===== src/rtl/prlr_pkg.sv =====
// Shared types and constants for the pump relay lockout and run-time block.
// Used by prlr_cfg, prlr_core and pump_relay_lockout_runtime_top; depends on nothing.
package prlr_pkg;

  localparam int TimeW = 32;
  localparam int OpW = 3;
  localparam int StatusW = 2;
  localparam int CfgAddrW = 4;

  localparam logic [TimeW-1:0] MinIntervalReset = TimeW'(10000);
  localparam logic [TimeW-1:0] MaxRunReset = TimeW'(1800000);

  typedef enum logic [OpW-1:0] {
    OP_ON          = 3'd0,
    OP_OFF         = 3'd1,
    OP_TOGGLE      = 3'd2,
    OP_RESET_STATS = 3'd3,
    OP_QUERY       = 3'd4
  } op_t;

  typedef enum logic [StatusW-1:0] {
    ST_OK       = 2'd0,
    ST_NOT_EN   = 2'd1,
    ST_INTERVAL = 2'd2
  } status_t;

  // Register indexes on the configuration port (byte address is 4 * index).
  typedef enum logic [1:0] {
    REG_ENABLED      = 2'd0,
    REG_MIN_INTERVAL = 2'd1,
    REG_MAX_RUN      = 2'd2
  } reg_idx_t;

  typedef struct packed {
    logic             enabled;
    logic [TimeW-1:0] min_interval_ms;
    logic [TimeW-1:0] max_run_ms;
  } cfg_t;

  typedef struct packed {
    status_t          status;
    logic             relay_on;
    logic [TimeW-1:0] activation_count;
    logic [TimeW-1:0] total_run_ms;
    logic [TimeW-1:0] continuous_run_ms;
    logic [TimeW-1:0] since_change_ms;
    logic             over_max_run;
  } result_t;

endpackage


===== src/rtl/prlr_cfg.sv =====
// Configuration register file with an APB-style access port.
// Depends on prlr_pkg for the register indexes and the cfg_t bundle.
module prlr_cfg import prlr_pkg::*; (
  input  logic                clk,
  input  logic                rst,
  input  logic                psel,
  input  logic                penable,
  input  logic                pwrite,
  input  logic [CfgAddrW-1:0] paddr,
  input  logic [31:0]         pwdata,
  output logic [31:0]         prdata,
  output logic                pready,
  output cfg_t                cfg
);

  logic     wr_en;
  reg_idx_t idx;

  assign pready = 1'b1;
  assign wr_en  = psel && penable && pwrite;
  assign idx    = reg_idx_t'(paddr[CfgAddrW-1:2]);

  always_ff @(posedge clk) begin
    if (rst) begin
      cfg.enabled         <= 1'b0;
      cfg.min_interval_ms <= MinIntervalReset;
      cfg.max_run_ms      <= MaxRunReset;
    end else if (wr_en) begin
      case (idx)
        REG_ENABLED:      cfg.enabled         <= pwdata[0];
        REG_MIN_INTERVAL: cfg.min_interval_ms <= pwdata;
        REG_MAX_RUN:      cfg.max_run_ms      <= pwdata;
        default: ;
      endcase
    end
  end

  always_comb begin
    case (idx)
      REG_ENABLED:      prdata = {31'd0, cfg.enabled};
      REG_MIN_INTERVAL: prdata = cfg.min_interval_ms;
      REG_MAX_RUN:      prdata = cfg.max_run_ms;
      default:          prdata = '0;
    endcase
  end

endmodule


===== src/rtl/prlr_core.sv =====
// Relay state, lockout decision and run-time statistics for one command per cycle while fire is high.
// Depends on prlr_pkg for op codes, status codes and the cfg_t and result_t bundles.
module prlr_core import prlr_pkg::*; (
  input  logic             clk,
  input  logic             rst,
  input  logic             fire,
  input  logic [OpW-1:0]   op,
  input  logic [TimeW-1:0] now_ms,
  input  cfg_t             cfg,
  output result_t          res
);

  logic             pump_on;
  logic [TimeW-1:0] last_change_time;
  logic [TimeW-1:0] run_start_time;
  logic [TimeW-1:0] accumulated_run;
  logic [TimeW-1:0] activations;

  op_t              op_dec;
  logic             change_op;
  logic             want_on;
  logic             do_change;
  logic             on_next;
  logic             still_on;
  logic [TimeW-1:0] d_run;
  logic [TimeW-1:0] d_chg;
  status_t          status;

  assign op_dec = op_t'(op);
  assign d_run  = now_ms - run_start_time;
  assign d_chg  = now_ms - last_change_time;

  always_comb begin
    change_op = 1'b0;
    want_on   = pump_on;
    case (op_dec)
      OP_ON: begin
        change_op = 1'b1;
        want_on   = 1'b1;
      end
      OP_OFF: begin
        change_op = 1'b1;
        want_on   = 1'b0;
      end
      OP_TOGGLE: begin
        change_op = 1'b1;
        want_on   = !pump_on;
      end
      default: ;
    endcase
  end

  always_comb begin
    if (!change_op) begin
      status = ST_OK;
    end else if (!cfg.enabled) begin
      status = ST_NOT_EN;
    end else if (d_chg < cfg.min_interval_ms) begin
      status = ST_INTERVAL;
    end else begin
      status = ST_OK;
    end
  end

  assign do_change = change_op && (status == ST_OK) && (want_on != pump_on);
  assign on_next   = do_change ? want_on : pump_on;
  // A run is still in progress after this command only if it was running before and stays on.
  assign still_on  = on_next && pump_on;

  always_ff @(posedge clk) begin
    if (rst) begin
      pump_on          <= 1'b0;
      last_change_time <= '0;
      run_start_time   <= '0;
      accumulated_run  <= '0;
      activations      <= '0;
    end else if (fire) begin
      if (op_dec == OP_RESET_STATS) begin
        accumulated_run <= '0;
        activations     <= '0;
      end else if (do_change) begin
        pump_on          <= want_on;
        last_change_time <= now_ms;
        if (want_on) begin
          activations    <= activations + TimeW'(1);
          run_start_time <= now_ms;
        end else begin
          accumulated_run <= accumulated_run + d_run;
        end
      end
    end
  end

  // The result is formed from the current state in parallel with the update.
  always_comb begin
    res.status   = status;
    res.relay_on = on_next;
    if (op_dec == OP_RESET_STATS) begin
      res.activation_count = '0;
    end else if (do_change && want_on) begin
      res.activation_count = activations + TimeW'(1);
    end else begin
      res.activation_count = activations;
    end
    res.total_run_ms = ((op_dec == OP_RESET_STATS) ? '0 : accumulated_run)
                     + (pump_on ? d_run : '0);
    res.continuous_run_ms = still_on ? d_run : '0;
    res.since_change_ms   = do_change ? '0 : d_chg;
    res.over_max_run      = still_on && (cfg.max_run_ms != '0) && (d_run > cfg.max_run_ms);
  end

  a_refused_keeps_state: assert property (@(posedge clk) disable iff (rst)
    fire && (status != ST_OK) |=> $stable(pump_on) && $stable(last_change_time))
    else $error("refused command changed the relay state");

  a_turn_on_counts: assert property (@(posedge clk) disable iff (rst)
    fire && do_change && want_on && (op_dec != OP_RESET_STATS)
      |=> pump_on && (activations == $past(activations) + TimeW'(1)))
    else $error("turn-on did not count exactly one activation");

endmodule


===== src/rtl/pump_relay_lockout_runtime_top.sv =====
// A command transaction is taken into the input register and processed by the core, and its
// result is captured in the result register, from which the result transaction is sent.
// Throughput: one command per cycle, sustained while the result is not stalled; the relay
// state and statistics update at the same edge that loads the result register from the core.
// A stalled result is held in the result register while the input register takes one more.
// Reset (rst, synchronous) clears both register valids, turns the relay off, zeroes the
// statistics and loads the configuration reset values (disabled, 10000 ms, 1800000 ms).
module pump_relay_lockout_runtime_top import prlr_pkg::*; (
  input  logic                clk,
  input  logic                rst,
  // Command channel.
  input  logic                in_valid,
  output logic                in_stall,
  input  logic [OpW-1:0]      op,
  input  logic [TimeW-1:0]    now_ms,
  // Result channel.
  output logic                out_valid,
  input  logic                out_stall,
  output logic [StatusW-1:0]  status,
  output logic                relay_on,
  output logic [TimeW-1:0]    activation_count,
  output logic [TimeW-1:0]    total_run_ms,
  output logic [TimeW-1:0]    continuous_run_ms,
  output logic [TimeW-1:0]    since_change_ms,
  output logic                over_max_run,
  // Configuration port.
  input  logic                psel,
  input  logic                penable,
  input  logic                pwrite,
  input  logic [CfgAddrW-1:0] paddr,
  input  logic [31:0]         pwdata,
  output logic [31:0]         prdata,
  output logic                pready
);

  cfg_t             cfg;
  result_t          res;

  // Input register: holds one command until the core can process it.
  logic             in_q_valid;
  logic [OpW-1:0]   in_q_op;
  logic [TimeW-1:0] in_q_now;

  // The result register can take a new value when it is empty or being drained.
  logic             advance;
  logic             fire;

  assign advance  = !out_valid || !out_stall;
  assign fire     = in_q_valid && advance;
  // The input register is only blocked when it is full and its command cannot move on.
  assign in_stall = in_q_valid && !advance;

  prlr_cfg u_cfg (
    .clk     (clk),
    .rst     (rst),
    .psel    (psel),
    .penable (penable),
    .pwrite  (pwrite),
    .paddr   (paddr),
    .pwdata  (pwdata),
    .prdata  (prdata),
    .pready  (pready),
    .cfg     (cfg)
  );

  prlr_core u_core (
    .clk    (clk),
    .rst    (rst),
    .fire   (fire),
    .op     (in_q_op),
    .now_ms (in_q_now),
    .cfg    (cfg),
    .res    (res)
  );

  always_ff @(posedge clk) begin
    if (rst) begin
      in_q_valid <= 1'b0;
    end else if (!in_stall) begin
      in_q_valid <= in_valid;
    end
  end

  always_ff @(posedge clk) begin
    if (in_valid && !in_stall) begin
      in_q_op  <= op;
      in_q_now <= now_ms;
    end
  end

  always_ff @(posedge clk) begin
    if (rst) begin
      out_valid <= 1'b0;
    end else if (advance) begin
      out_valid <= in_q_valid;
    end
  end

  always_ff @(posedge clk) begin
    if (fire) begin
      status            <= res.status;
      relay_on          <= res.relay_on;
      activation_count  <= res.activation_count;
      total_run_ms      <= res.total_run_ms;
      continuous_run_ms <= res.continuous_run_ms;
      since_change_ms   <= res.since_change_ms;
      over_max_run      <= res.over_max_run;
    end
  end

  // The over-limit flag and a nonzero continuous run only exist while the relay is on.
  a_over_needs_on: assert property (@(posedge clk) disable iff (rst)
    out_valid && over_max_run |-> relay_on)
    else $error("over-limit flag raised with the relay off");

  a_run_needs_on: assert property (@(posedge clk) disable iff (rst)
    out_valid && (continuous_run_ms != '0) |-> relay_on)
    else $error("continuous run reported with the relay off");

endmodule

===== config.mk =====
export PLATFORM = sky130hd
export DESIGN_NAME = pump_relay_lockout_runtime_top
export DESIGN_NICKNAME = d
export VERILOG_FILES = /design/src/rtl/prlr_pkg.sv /design/src/rtl/prlr_cfg.sv /design/src/rtl/prlr_core.sv /design/src/rtl/pump_relay_lockout_runtime_top.sv
export SDC_FILE = /design/constraint.sdc
export NUM_CORES = 1
export LEC_CHECK = 0
export ABC_AREA = 0
export BUFFER_PORTS_ARGS = -buffer_cell sky130_fd_sc_hd__buf_2
export CORE_MARGIN = 2
export CORE_UTILIZATION = 35
export DETAILED_ROUTE_END_ITERATION = 8
export GPL_ROUTABILITY_DRIVEN = 0
export PLACE_DENSITY = 0.61
export SYNTH_ARGS = -nofsm -noshare
export SYNTH_HDL_FRONTEND = slang
export SYNTH_SLANG_ARGS = --single-unit

===== constraint.sdc =====
create_clock -name clk -period 8.5 [get_ports clk]
set_input_delay 0.425 -clock clk [delete_from_list [all_inputs] [get_ports clk]]
set_output_delay 0.425 -clock clk [all_outputs]
set_load 0.01 [all_outputs]

==> flow_summary.json <==
{
  "place_inst": 3486,
  "cts_buffer_depth": 3,
  "finalMaxSlewViolations": 0,
  "powerDensity_nw_per_um2": 169,
  "hp-class": "primary input to flop",
  "grt_pass1_vias": 18200,
  "drv_cap": 0,
  "synth_compound_area_share_pct": 18.6,
  "synth-async-reset-ratio_pct": 0,
  "p_clk_share_pct": 42.5,
  "antenna_left": 0,
  "p_switching_mw": 1.13,
  "yosysWarnings": 0,
  "max_slew_margin_pct": 15.4,
  "fin_crit_ps": 6530,
  "die_w_um": 255,
  "skew_ps": 15.9,
  "yosys.area_share.simple_pct": 18.6,
  "cts_buffers": 41,
  "die-area_um2": 64900,
  "grt_pass1_wl_mm": 100,
  "pre_cts_slack_ps": 2180,
  "fin_ws_ps": 1970,
  "route.vias.total": 18900,
  "yosys.area_share.adder_pct": 11.1,
  "p_int_mw": 3.18,
  "dp_hpwl_mm": 49.6,
  "cts_root_buf": "clkbuf_16",
  "overflow": 0,
  "cts_num_sinks": 363,
  "grt_max_degree": 98,
  "power_mw": 4.31,
  "syn_area_um2": 22000,
  "initial_core_util_pct": 35.5,
  "syn_avg_cell_area_um2": 8.86,
  "tns_ps": 0,
  "nets": 2962,
  "synth_edf_count": 167,
  "clk_pin_slew_worst_paths_ps": 60,
  "final_cell_mix": "255 x a21oi_1, 240 x buf_2, 236 x nand2_1",
  "grt.total_usage_pct": 19.9,
  "hold_slack_ps": 30.6,
  "outcome": "finished, final reports clean",
  "core_um2": 61900,
  "area_delta_synth_final_pct": 15.8,
  "power.share.combinational_pct": 13.2,
  "ios": 245,
  "ys_seq_area_share_pct": 40.6,
  "worstPathMaxFanout": 11,
  "synthMuxAreaShare_pct": 1.78,
  "synth-xor-area-share_pct": 4.62,
  "setup_viol": 0,
  "synth_cell_type_count": 80,
  "synthesis.nets": 2753,
  "place_area_um2": 24100,
  "post-route-period-util_pct": 76.8,
  "num_rows": 91,
  "cts_hold_buf": 0,
  "ys_top_cells_by_area": "edfxtp_1 23%, dfxtp_1 18%, ha_1 11%",
  "worstPathArrival_ps": 6990,
  "rsz0062_at_grt": "no",
  "ir_worst_vdd_v": 0.000120,
  "fp.dieH_um": 255,
  "via_per_inst": 5.30,
  "critical_path_class": "flop to flop",
  "io_buffers": 241,
  "ys_ff_latch": 363,
  "drt_iter0_drc": 1409,
  "worst_skew_pair.late_latency_ps": 570,
  "max_freq_mhz": 153,
  "wl_mm": 66.5,
  "cts-resized-gates": 0,
  "post-route-util_pct": 41.1,
  "seqPwrFrac_pct": 44.3,
  "synth_top_family_by_area": "compound AO/OA/AOI/OAI gates",
  "start_kind": "flop",
  "swShare_pct": 26.2,
  "critPathCaptureType": "flop",
  "synth_cells": 2483,
  "netlist.area_leader.share_pct": 22.8,
  "drive_above_1_share_pct": 13.3,
  "final_area_um2": 25500,
  "layout.cells.non_filler": 3560,
  "synth-main-ff-cell": "dfxtp_1",
  "wl_per_cell_um": 18.7,
  "finalHoldViolCount": 0,
  "drt-pass1-iter-count": 6,
  "worstMarginPinSlew_ps": 1270,
  "ctsHtreeMaxLevel": 2,
  "post_cts.repair.setup_buffers": 0,
  "cts_tree": "done",
  "antenna_found_initial": 0,
  "drc_errors": 0,
  "final_common_cell": "a21oi_1",
  "synth_top_area_cell": "edfxtp_1",
  "diodes": 0,
  "required_ps": 8960,
  "p_leak_nw": 10.7
}
-- cell usage after synthesis, types with 5 or more instances --
library cell,n
a31o_2,6
nor3_1,29
a21o_1,85
o31ai_1,24
o21a_1,16
and3_1,29
a31oi_1,24
a211oi_1,7
and2_1,125
and4_1,5
o21ai_0,101
nand4_1,40
xnor2_1,79
nor2b_1,24
ha_1,188
a211o_1,5
nand2_1,236
mux2i_1,38
a22o_1,34
nor4_1,14
dfxtp_1,196
edfxtp_1,167
xor2_1,37
o211ai_1,22
clkbuf_1,87
inv_1,171
nand3_1,64
or3_1,16
nor2_1,231
a21oi_1,255
buf_2,10
nand2b_1,15
o21ai_1,6
o21bai_1,20
-- worst max-delay path, cell delays in order (launching register included) --
cell and delay [ps]:
edfxtp_1 340, inv_1 80, ha_1 250, fa_1 440
nand2b_1 170, a21oi_1 200, o21ai_0 150, a211o_1 340
a2111oi_0 540, a2111oi_1 180, o31ai_1 440, a21oi_1 150
xnor2_1 170, ha_1 190, a21o_1 180, a21o_1 160
a21oi_1 150, o211ai_1 120, a22o_1 280, o21ai_2 560
o21ai_0 210, a21oi_1 760, o21ai_0 240, o31ai_1 110
-- final timing paths --
path,startpoint,endpoint,slack [ps],cells after the start
setup / recovery,in_q_now[0]$_DFFE_PP_,u_core.activations[12]$_SDFFE_PP0P_,1970,23
hold reg to reg,u_cfg.cfg[56]$_SDFFE_PP0P_,u_cfg.cfg[56]$_SDFFE_PP0P_,470,2
hold / removal,now_ms[28],in_q_now[28]$_DFFE_PP_,30,1
setup reg to reg,in_q_now[0]$_DFFE_PP_,u_core.activations[12]$_SDFFE_PP0P_,1970,23
-- cells by family after synthesis --
kind of cell    count (synthesis)
xor+xnor                      116
other cells                     1
compound gates                650
fa+ha+maj                     192
mux                            39
flops                         363
simple gates                  851
buf+inv                       271
-- flip-flops by register name, indices dropped and copies added (netlist names) --
name / flops
u_core.run_start_time: 32
in_q_now: 32
status: 2
u_cfg.cfg: 65
since_change_ms: 32
u_core.accumulated_run: 32
u_core.activations: 32
activation_count: 32
total_run_ms: 32
out_valid: 1
relay_on: 1
u_core.last_change_time: 32
in_q_op: 3
over_max_run: 1
continuous_run_ms: 32
in_q_valid: 1
u_core.pump_on: 1
-- power by group through the flow --
| stage | logic [mW] | registers (mW) | clock network [mW] |
|---|---|---|---|
| after floorplan | 0.355 | 1.95 | 0 |
| final | 0.567 | 1.91 | 1.83 |
| after global routing | 0.622 | 1.91 | 1.93 |
| after global placement | 0.547 | 1.94 | 0 |
| after detailed placement | 0.560 | 1.95 | 0 |
| after CTS | 0.564 | 1.91 | 1.88 |
-- layout make-up --
cell class | instances | area (um2)
fillers | 6148 | 36500
multi-input cells | 1849 | 12100
flip-flops and latches | 363 | 8940
repair buffers | 265 | 1390
clock buffers | 53 | 1130
well taps | 837 | 1050
inverters | 172 | 651
clock inverters | 21 | 238
-- per-layer routing --
layer,vias up,share of wire [%],track usage (%)
met5,-,0,0
met4,0,2.6,6.28
met3,110,6.4,2.88
met2,680,47,34.0
met1,8847,44,26.0
li1,9223,-,-
Power figures use the tool's default switching activity.
